===== config.mk =====
export PLATFORM = sky130hd
export DESIGN_NAME = dcf77_time_code_receiver_core_flat
export DESIGN_NICKNAME = d
export VERILOG_FILES = /design/src/rtl/dcf_pkg.sv /design/src/rtl/dcf_ifs.sv /design/src/rtl/dcf_obuf.sv /design/src/rtl/dcf77_time_code_receiver_core.sv /design/src/flat_wrapper.sv
export VERILOG_INCLUDE_DIRS = /design/src /design/src/rtl
export SDC_FILE = /design/constraint.sdc
export NUM_CORES = 1
export LEC_CHECK = 0
export BUFFER_PORTS_ARGS = -buffer_cell sky130_fd_sc_hd__buf_2
export CORE_ASPECT_RATIO = 0.7
export CORE_UTILIZATION = 23
export DETAILED_ROUTE_END_ITERATION = 10
export PLACE_DENSITY = 0.45
export SLEW_MARGIN = 20
export SYNTH_ARGS = -nofsm -noshare
export SYNTH_HDL_FRONTEND = slang
export SYNTH_SLANG_ARGS = --single-unit

===== constraint.sdc =====
create_clock -name clk -period 5.9 [get_ports clk]
set_clock_uncertainty 0.05 [all_clocks]
set_input_delay 1.475 -clock clk [delete_from_list [all_inputs] [get_ports clk]]
set_output_delay 1.475 -clock clk [all_outputs]
set_load 0.02 [all_outputs]

===== src/rtl/assert_macros.svh =====
// Assertion macros shared by the receiver RTL.
// Define ASSERT_OFF to compile every check out.
`ifndef ASSERT_MACROS_SVH
`define ASSERT_MACROS_SVH

`ifndef ASSERT_OFF

`define ASSERT_ALWAYS(label, clk, rst, expr) \
  label: assert property (@(posedge clk) disable iff (rst) (expr)) \
    else $error("assertion failed");

`define ASSERT_SAME(label, clk, rst, ante, cons) \
  label: assert property (@(posedge clk) disable iff (rst) (ante) |-> (cons)) \
    else $error("assertion failed");

`define ASSERT_NEXT(label, clk, rst, ante, cons) \
  label: assert property (@(posedge clk) disable iff (rst) (ante) |=> (cons)) \
    else $error("assertion failed");

`else

`define ASSERT_ALWAYS(label, clk, rst, expr)
`define ASSERT_SAME(label, clk, rst, ante, cons)
`define ASSERT_NEXT(label, clk, rst, ante, cons)

`endif

`endif


===== src/rtl/dcf_pkg.sv =====
// Types and frame layout constants for the DCF77 time code receiver.
// No dependencies; used by the interfaces, the result buffer and the core.
`timescale 1ns / 1ps

package dcf_pkg;

  typedef enum logic [1:0] {
    OP_RISE    = 2'd0,
    OP_FALL    = 2'd1,
    OP_TIMEOUT = 2'd2
  } dcf_op_t;

  typedef struct packed {
    dcf_op_t     operation;
    logic [15:0] elapsed_ticks;
  } dcf_event_t;

  typedef struct packed {
    logic [5:0] hour;
    logic [6:0] minute;
    logic [5:0] second;
    logic [5:0] day;
    logic [4:0] month;
    logic [7:0] year;
    logic       summer_time;
    logic       time_valid;
    logic       signal_bad;
    logic       seconds_valid;
  } dcf_result_t;

  typedef struct packed {
    logic [5:0] hour;
    logic [6:0] minute;
    logic [5:0] second;
    logic [5:0] day;
    logic [4:0] month;
    logic [7:0] year;
    logic       summer_time;
  } dcf_clock_t;

  localparam int APB_AW = 3;
  localparam logic REG_SECOND_GAP = 1'b0;
  localparam logic REG_ONE_PULSE  = 1'b1;
  localparam logic [15:0] SECOND_GAP_RESET = 16'd11700;
  localparam logic [15:0] ONE_PULSE_RESET  = 16'd2365;

  localparam int Z1_BIT      = 17;
  localparam int Z2_BIT      = 18;
  localparam int MIN_LSB     = 21;
  localparam int MIN_PAR     = 28;
  localparam int HOUR_LSB    = 29;
  localparam int HOUR_PAR    = 35;
  localparam int DATE_LSB    = 36;
  localparam int MONTH_LSB   = 45;
  localparam int YEAR_LSB    = 50;
  localparam int DATE_PAR    = 58;
  localparam int FRAME_LEN   = 59;
  localparam int MAX_INDEX   = 63;
  localparam int SEC_PER_MIN = 60;
  localparam int HR_PER_DAY  = 24;

endpackage


===== src/rtl/dcf_ifs.sv =====
// Valid/ready channel interfaces for carrier events and decoded results.
// Depends on dcf_pkg.
`timescale 1ns / 1ps

interface dcf_event_if;
  import dcf_pkg::*;
  logic       valid;
  logic       ready;
  dcf_event_t data;
  modport source (output valid, output data, input ready);
  modport sink (input valid, input data, output ready);
endinterface

interface dcf_result_if;
  import dcf_pkg::*;
  logic        valid;
  logic        ready;
  dcf_result_t data;
  modport source (output valid, output data, input ready);
  modport sink (input valid, input data, output ready);
endinterface


===== src/rtl/dcf_obuf.sv =====
// Two-entry result buffer between the decoder state update and the result channel.
// Depends on dcf_pkg, dcf_ifs and assert_macros.svh.
`timescale 1ns / 1ps
`include "assert_macros.svh"

module dcf_obuf (
  input  logic                clk,
  input  logic                rst,
  input  logic                push,
  input  dcf_pkg::dcf_result_t push_data,
  output logic                full,
  dcf_result_if.source        result
);
  import dcf_pkg::*;

  dcf_result_t entry [2];
  logic        wr_ptr;
  logic        rd_ptr;
  logic [1:0]  count;
  logic        pop;

  assign pop          = result.valid && result.ready;
  assign full         = (count == 2'd2);
  assign result.valid = (count != 2'd0);
  assign result.data  = entry[rd_ptr];

  always_ff @(posedge clk) begin
    if (push) begin
      entry[wr_ptr] <= push_data;
    end
  end

  always_ff @(posedge clk) begin
    if (rst) begin
      wr_ptr <= 1'b0;
      rd_ptr <= 1'b0;
      count  <= 2'd0;
    end else begin
      if (push) begin
        wr_ptr <= ~wr_ptr;
      end
      if (pop) begin
        rd_ptr <= ~rd_ptr;
      end
      count <= count + {1'b0, push} - {1'b0, pop};
    end
  end

  `ASSERT_ALWAYS(a_count_range, clk, rst, count != 2'd3)
  `ASSERT_NEXT(a_full_holds, clk, rst, full && !pop, full)
  `ASSERT_NEXT(a_push_shows, clk, rst, push, result.valid)

endmodule


===== src/rtl/dcf77_time_code_receiver_core.sv =====
// DCF77 time code receiver core: pulse classification, parity, frame decode
// and local hh:mm:ss clock. Depends on dcf_pkg, dcf_ifs, dcf_obuf and assert_macros.svh.
//
// One carrier event is taken per clock cycle while the result buffer is not full,
// and each event yields exactly one result: the clock, date and status after that
// event, pushed into the result buffer when the event is accepted. All state updates
// for an event are done in the cycle it is accepted, from the event fields and the
// state registers. A two-entry result buffer keeps the event channel ready while one
// result waits; ready drops only when two results are waiting. Configuration
// registers sit at byte address 0 (second_gap_ticks) and 4 (one_pulse_ticks); the
// user must write them only while no event is in flight; the core does not enforce it.
`timescale 1ns / 1ps
`include "assert_macros.svh"

module dcf77_time_code_receiver_core (
  input  logic                      clk,
  input  logic                      rst,
  dcf_event_if.sink                 item,
  dcf_result_if.source              result,
  input  logic                      psel,
  input  logic                      penable,
  input  logic                      pwrite,
  input  logic [dcf_pkg::APB_AW-1:0] paddr,
  input  logic [31:0]               pwdata,
  output logic [31:0]               prdata,
  output logic                      pready
);
  import dcf_pkg::*;

  logic [15:0] second_gap_ticks;
  logic [15:0] one_pulse_ticks;

  logic [63:0] frame_bits, frame_bits_next;
  logic [5:0]  bit_index, bit_index_next;
  logic        running_parity, running_parity_next;
  logic [2:0]  saved_parities, saved_parities_next;
  logic [15:0] tick_acc, tick_acc_next;
  logic        decode_pending, decode_pending_next;
  dcf_clock_t  clock_time, clock_time_next;
  logic        time_valid, time_valid_next;
  logic        signal_bad, signal_bad_next;
  logic        seconds_valid, seconds_valid_next;

  logic        accept;
  logic        buf_full;
  logic [15:0] acc_sum;
  logic        frame_good;
  logic        par;
  logic [7:0]  dec_minute, dec_hour, dec_day, dec_month, dec_year;
  dcf_result_t result_next;

  logic        take_rise;
  logic        take_timeout;
  logic        drop_state;
  logic        load_state;
  logic        state_hold;

  function automatic logic [7:0] bcd_value(input logic [7:0] v);
    return v - ({2'b00, v[7:4], 2'b00} + {3'b000, v[7:4], 1'b0});
  endfunction

  function automatic dcf_clock_t tick_second(input dcf_clock_t c);
    dcf_clock_t t;
    t = c;
    t.second = c.second + 6'd1;
    if (t.second == 6'(SEC_PER_MIN)) begin
      t.second = 6'd0;
      t.minute = c.minute + 7'd1;
      if (t.minute == 7'(SEC_PER_MIN)) begin
        t.minute = 7'd0;
        t.hour   = c.hour + 6'd1;
        if (t.hour == 6'(HR_PER_DAY)) begin
          t.hour = 6'd0;
        end
      end
    end
    return t;
  endfunction

  // configuration port
  assign pready = 1'b1;

  always_comb begin
    case (paddr[2])
      REG_SECOND_GAP: prdata = {16'd0, second_gap_ticks};
      REG_ONE_PULSE:  prdata = {16'd0, one_pulse_ticks};
      default:        prdata = 32'd0;
    endcase
  end

  always_ff @(posedge clk) begin
    if (rst) begin
      second_gap_ticks <= SECOND_GAP_RESET;
      one_pulse_ticks  <= ONE_PULSE_RESET;
    end else if (psel && penable && pwrite && pready) begin
      case (paddr[2])
        REG_SECOND_GAP: second_gap_ticks <= pwdata[15:0];
        REG_ONE_PULSE:  one_pulse_ticks  <= pwdata[15:0];
        default:        ;
      endcase
    end
  end

  // event update
  assign item.ready = !buf_full;
  assign accept     = item.valid && item.ready;
  assign acc_sum    = tick_acc + item.data.elapsed_ticks;

  assign dec_minute = bcd_value({1'b0, frame_bits[MIN_LSB +: 7]});
  assign dec_hour   = bcd_value({2'b00, frame_bits[HOUR_LSB +: 6]});
  assign dec_day    = bcd_value({2'b00, frame_bits[DATE_LSB +: 6]});
  assign dec_month  = bcd_value({3'b000, frame_bits[MONTH_LSB +: 5]});
  assign dec_year   = bcd_value(frame_bits[YEAR_LSB +: 8]);

  assign frame_good = (bit_index == 6'(FRAME_LEN)) &&
                      (saved_parities[0] == frame_bits[MIN_PAR]) &&
                      (saved_parities[1] == frame_bits[HOUR_PAR]) &&
                      (saved_parities[2] == frame_bits[DATE_PAR]);

  always_comb begin
    frame_bits_next     = frame_bits;
    bit_index_next      = bit_index;
    running_parity_next = running_parity;
    saved_parities_next = saved_parities;
    tick_acc_next       = tick_acc;
    decode_pending_next = decode_pending;
    clock_time_next     = clock_time;
    time_valid_next     = time_valid;
    signal_bad_next     = signal_bad;
    seconds_valid_next  = seconds_valid;
    par                 = running_parity;
    if (accept) begin
      case (item.data.operation)
        OP_RISE: begin
          tick_acc_next = acc_sum;
          if (acc_sum > second_gap_ticks) begin
            clock_time_next = tick_second(clock_time);
            tick_acc_next   = 16'd0;
          end
          if (decode_pending) begin
            clock_time_next.minute      = dec_minute[6:0];
            clock_time_next.hour        = dec_hour[5:0];
            clock_time_next.day         = dec_day[5:0];
            clock_time_next.month       = dec_month[4:0];
            clock_time_next.year        = dec_year;
            clock_time_next.second      = 6'd0;
            clock_time_next.summer_time = frame_bits[Z1_BIT] && !frame_bits[Z2_BIT];
            frame_bits_next             = 64'd0;
            time_valid_next             = 1'b1;
            signal_bad_next             = 1'b0;
            decode_pending_next         = 1'b0;
          end
        end
        OP_FALL: begin
          tick_acc_next = acc_sum;
          if (bit_index inside {6'(MIN_LSB), 6'(HOUR_LSB), 6'(DATE_LSB)}) begin
            par = 1'b0;
          end
          if (bit_index == 6'(MIN_PAR)) begin
            saved_parities_next[0] = par;
          end
          if (bit_index == 6'(HOUR_PAR)) begin
            saved_parities_next[1] = par;
          end
          if (bit_index == 6'(DATE_PAR)) begin
            saved_parities_next[2] = par;
          end
          if (item.data.elapsed_ticks > one_pulse_ticks) begin
            frame_bits_next = frame_bits | (64'd1 << bit_index);
            par = ~par;
          end
          running_parity_next = par;
          if (bit_index != 6'(MAX_INDEX)) begin
            bit_index_next = bit_index + 6'd1;
          end
        end
        OP_TIMEOUT: begin
          seconds_valid_next = 1'b1;
          if (frame_good) begin
            decode_pending_next = 1'b1;
          end else begin
            signal_bad_next     = 1'b1;
            frame_bits_next     = 64'd0;
            decode_pending_next = 1'b0;
          end
          clock_time_next = tick_second(clock_time);
          bit_index_next  = 6'd0;
        end
        default: ;
      endcase
    end
  end

  always_ff @(posedge clk) begin
    if (rst) begin
      frame_bits     <= 64'd0;
      bit_index      <= 6'd0;
      running_parity <= 1'b0;
      saved_parities <= 3'd0;
      tick_acc       <= 16'd0;
      decode_pending <= 1'b0;
      clock_time     <= '0;
      time_valid     <= 1'b0;
      signal_bad     <= 1'b0;
      seconds_valid  <= 1'b0;
    end else begin
      frame_bits     <= frame_bits_next;
      bit_index      <= bit_index_next;
      running_parity <= running_parity_next;
      saved_parities <= saved_parities_next;
      tick_acc       <= tick_acc_next;
      decode_pending <= decode_pending_next;
      clock_time     <= clock_time_next;
      time_valid     <= time_valid_next;
      signal_bad     <= signal_bad_next;
      seconds_valid  <= seconds_valid_next;
    end
  end

  always_comb begin
    result_next.hour          = clock_time_next.hour;
    result_next.minute        = clock_time_next.minute;
    result_next.second        = clock_time_next.second;
    result_next.day           = clock_time_next.day;
    result_next.month         = clock_time_next.month;
    result_next.year          = clock_time_next.year;
    result_next.summer_time   = clock_time_next.summer_time;
    result_next.time_valid    = time_valid_next;
    result_next.signal_bad    = signal_bad_next;
    result_next.seconds_valid = seconds_valid_next;
  end

  dcf_obuf u_obuf (
    .clk       (clk),
    .rst       (rst),
    .push      (accept),
    .push_data (result_next),
    .full      (buf_full),
    .result    (result)
  );

  assign take_rise    = accept && (item.data.operation == OP_RISE);
  assign take_timeout = accept && (item.data.operation == OP_TIMEOUT);
  assign drop_state   = signal_bad && !decode_pending && (frame_bits == 64'd0);
  assign load_state   = time_valid && !signal_bad && !decode_pending &&
                        (clock_time.second == 6'd0);
  assign state_hold   = (bit_index_next == bit_index) && (clock_time_next == clock_time);

  `ASSERT_NEXT(a_timeout_rewind, clk, rst, take_timeout, bit_index == 6'd0)
  `ASSERT_NEXT(a_bad_frame_drop, clk, rst, take_timeout && !frame_good, drop_state)
  `ASSERT_NEXT(a_decode_loads, clk, rst, take_rise && decode_pending, load_state)
  `ASSERT_NEXT(a_time_valid_sticks, clk, rst, time_valid, time_valid)
  `ASSERT_SAME(a_idle_holds_index, clk, rst, !accept, state_hold)

endmodule


===== src/flat_wrapper.sv =====
// flat-port wrapper written by rule: the top's interface ports become plain ports
module dcf77_time_code_receiver_core_flat import dcf_pkg::*;
  (clk, rst, psel, penable, pwrite, paddr, pwdata, prdata, pready, item_valid, item_data, item_ready, result_valid, result_data, result_ready);
  dcf_event_if item_i ();
  dcf_result_if result_i ();
  input  logic clk;
  input  logic rst;
  input  logic psel;
  input  logic penable;
  input  logic pwrite;
  input  logic [dcf_pkg::APB_AW-1:0] paddr;
  input  logic [31:0] pwdata;
  output logic [31:0] prdata;
  output logic pready;
  input wire logic [$bits(item_i.valid)-1:0] item_valid;
  input wire logic [$bits(item_i.data)-1:0] item_data;
  output wire logic [$bits(item_i.ready)-1:0] item_ready;
  output wire logic [$bits(result_i.valid)-1:0] result_valid;
  output wire logic [$bits(result_i.data)-1:0] result_data;
  input wire logic [$bits(result_i.ready)-1:0] result_ready;
  assign item_i.valid = item_valid;
  assign item_i.data = item_data;
  assign item_ready = item_i.ready;
  assign result_valid = result_i.valid;
  assign result_data = result_i.data;
  assign result_i.ready = result_ready;
  dcf77_time_code_receiver_core u_core (.clk(clk), .rst(rst), .item(item_i), .result(result_i), .psel(psel), .penable(penable), .pwrite(pwrite), .paddr(paddr), .pwdata(pwdata), .prdata(prdata), .pready(pready));
endmodule

==> out/results.ini <==
[floorplan]
pin_count=137
rows=71
core_sq_um=53700
die_w_um=280
floorplan.initialDensity=0.233
die_area_sq_um=55200
die_h_um=197

[global_route]
first_global_vias=9310
grtUsageTotal=0.126
antenna_found_initial=5
grt_pass1_wl_um=54500
gr-total-overflow=0
grt_max_degree=59

[clocking]
clock-root-buffer=clkbuf_16
cts_resized=0
clkSlewWorstSetupHoldPaths_ns=0.06
holdBufCountCts=0
clock_latency_ns=0.55
cts_setup_buffers=0
h-tree-depth=1
cts_tree=built
cts.sinks=227
clk_path_buf_depth=3
cts_buffers=27

[synth]
synth_largest_area_cell=dfxtp_1
yosys.cell_types.count=79
async_flop_share=0
ys_warn_count=0
syn_inst=1329
synth_area_leaders=dfxtp_1, edfxtp_1, ha_1
netlist_area_sq_um=12500
ys.flop_type=dfxtp_1
synth-edff-count=84
syn_area_per_cell_sq_um=9.39
ys_seq_elements=227
ys_seq_area_frac=0.432
synthDominantCellAreaShare=0.229

[layout]
final-instance-count-excl-fill=2195
multi_input_area_sq_um=6460
register_area_sq_um=5390
fillCellCount=5699
syn_to_final_growth_pct=18.7
drive_above_1_share=0.179
fin_nets=1597

[drt]
wl_per_cell_um=15.7
wl_um=34500
drc=4
vias=9824
drtIter0Drc=677
routed-wl-met2_um=14600
drt-met1-wl_um=17500
ant_nets=0
highest_layer=met5
firstDrtPassIters=9
dr_wl_met3_um=1770
drt-vias-per-instance=4.48

[worst_setup_path]
regToRegEndpoint=u_core.u_obuf.entry[1][24]$_DFFE_PP_
arrival_ns=5.72
crit_type=input port to register
r2r_start=u_core.tick_acc[6]$_SDFFE_PP0P_
cp-start-kind=input port
reg2reg_depth=20
endpoint=u_core.u_obuf.entry[1][24]$_DFFE_PP_
worstPathMaxFanout=10
worst-endpoint-required_ns=6.15
end_kind=register
startpoint=item_data[7]
reg2reg_slack_ns=1.21

[power]
power_leakage_uw=0.00573
p_per_area_nw_per_um2=300
ir_worst_vdd_mv=0.174

[place]
dpl.hpwl_um=24900
dpl.cell_count=2143
gp_congestion=0.823
io_buffers=101

[timing]
holdWs_ns=0.405
slew_headroom=0.352
worst_pin_slew_ns=0.971
min_period_over_period=0.927
slew_viol_final=0
period_needed_ns=5.47
finalSetupViolCount=0
hold_viol_final=0
rsz0062_at_grt=no
timing.fmax_mhz=183

[status]
status=complete, but fails checks
violations=design-rule violations

[worst_hold_path]
hold_class=register to register

[run]
drv_cap=0

[per-stage QoR]
stage	util	total power, uW	TNS (ns)	cell area [sq um]	setup WS (ns)
after CTS	0.276	4510	0	14800	0.456
after global routing	0.276	4670	0	14800	0.00207
after floorplan	-	2490	0	12500	0.508
final	0.276	4440	0	14800	0.428
after global placement	0.259	2830	-0.221	13900	-0.0549
after detailed placement	0.259	2840	-0.672	13900	-0.0907
[cell usage after synthesis (5+ instances only)]
cell,number
or3_1,7
o21ai_1,7
a21oi_1,63
o22ai_1,11
buf_4,19
xnor2_1,25
a21o_1,18
fa_1,8
nand4_1,29
o22ai_2,6
nand3_1,31
o21ai_0,75
clkbuf_1,44
edfxtp_1,84
ha_1,87
nand2b_1,11
o211ai_1,19
a22oi_1,14
buf_2,8
and3_1,10
or4_1,15
nor2_1,72
mux2i_1,7
nand2_1,180
and2_1,37
dfxtp_1,143
mux2_2,45
o32ai_1,6
o31ai_1,10
xor2_1,19
nor3_1,16
a21boi_0,5
o41ai_1,5
nor2b_1,15
a211oi_1,15
inv_1,88
a31oi_1,5
[cell type report]
class	instances	share of cell area
diodes	3	0.000507
clock buffers	37	0.0510
clock inverters	12	0.00820
inverters	90	0.0228
multi-input cells	952	0.436
flip-flops and latches	227	0.364
well taps	730	0.0617
repair buffers	144	0.0559
[state kept, by name (all words and copies together), names as in the netlist, 2 cells and up, named ones only]
register	cells
u_core.u_obuf.count	2
u_core.bit_index	6
u_core.tick_acc	16
u_core.clock_time	39
u_core.u_obuf.entry	84
u_core.frame_bits	37
u_core.second_gap_ticks	16
u_core.saved_parities	3
u_core.one_pulse_ticks	16
[layout by cell type (no fill, tap or decap), types with 9 or more instances in the layout]
| master | netlist | routed |
|---|---|---|
| o21ai_0 | 75 | 75 |
| dfxtp_1 | 143 | 142 |
| buf_4 | 19 | 43 |
| clkbuf_16 | 0 | 28 |
| xor2_1 | 19 | 19 |
| a21o_1 | 18 | 18 |
| edfxtp_1 | 84 | 84 |
| inv_1 | 88 | 88 |
| nor2_1 | 72 | 70 |
| nor2b_1 | 15 | 15 |
| o31ai_1 | 10 | 10 |
| ha_1 | 87 | 87 |
| or4_1 | 15 | 15 |
| nor3_1 | 16 | 16 |
| nand2b_1 | 11 | 11 |
| conb_1 | 2 | 17 |
| a22oi_1 | 14 | 14 |
| nand2_1 | 180 | 180 |
| buf_2 | 8 | 101 |
| a211oi_1 | 15 | 15 |
| and2_1 | 37 | 37 |
| and3_1 | 10 | 9 |
| o211ai_1 | 19 | 19 |
| o22ai_1 | 11 | 11 |
| mux2_2 | 45 | 45 |
| nand3_1 | 31 | 31 |
| a21oi_1 | 63 | 63 |
| xnor2_1 | 25 | 25 |
| nand4_1 | 29 | 29 |
[worst min-delay path by stage]
stage	from	end	cells past startpoint	slack, ns
2_1_floorplan	u_core.frame_bits[18]$_SDFFE_PP0P_	u_core.frame_bits[18]$_SDFFE_PP0P_	2	0.37
3_3_place_gp	u_core.frame_bits[17]$_SDFFE_PP0P_	u_core.frame_bits[17]$_SDFFE_PP0P_	2	0.39
3_5_place_dp	u_core.frame_bits[18]$_SDFFE_PP0P_	u_core.frame_bits[18]$_SDFFE_PP0P_	2	0.39
4_1_cts	u_core.second_gap_ticks[15]$_SDFFE_PP0P_	u_core.second_gap_ticks[15]$_SDFFE_PP0P_	2	0.41
5_1_grt	u_core.second_gap_ticks[6]$_SDFFE_PP0P_	u_core.second_gap_ticks[6]$_SDFFE_PP0P_	2	0.42
6_report	u_core.second_gap_ticks[15]$_SDFFE_PP0P_	u_core.second_gap_ticks[15]$_SDFFE_PP0P_	2	0.41
[power breakdown]
group          switching [uW]  leakage (uW)  internal [uW]  total [uW]
clock                     673      0.000424            980        1650
sequential               40.2       0.00197           1760        1800
combinational             622       0.00333            366         988
[layer usage]
metal,global-route usage,vias up
met4,0.0277,2
li1,-,4945
met1,0.184,4652
met5,0,-
met3,0.0232,43
met2,0.189,182
[cell families (layout without fill, tap and decap cells)]
logic type,Yosys count,in the layout,synth area share
AO/OA/AOI/OAI,298,298,0.157
adder cells (fa/ha/maj),95,95,0.100
buffers and inverters,165,283,0.0569
flip-flops,227,227,0.432
other,2,20,0.000602
AND/OR/NAND/NOR,446,446,0.177
XOR/XNOR,44,44,0.0309
multiplexers,52,52,0.0462
[critical path, cell delays in order]
cell and delay (ns):
buf_2 0.14, ha_1 0.36, and3_1 0.18, a221oi_1 0.27
o21a_1 0.20, o21ai_0 0.10, o41ai_1 0.31, buf_4 0.19
xor2_1 0.18, xnor2_1 0.16, ha_1 0.27, buf_4 0.14
a21oi_1 0.13, o21ai_0 0.09, a21oi_1 0.23, buf_4 0.23
a21o_1 0.43, mux2i_1 0.14, a222oi_1 0.26, buf_4 0.19
inv_1 0.05
(Power assumes the default switching activity.)
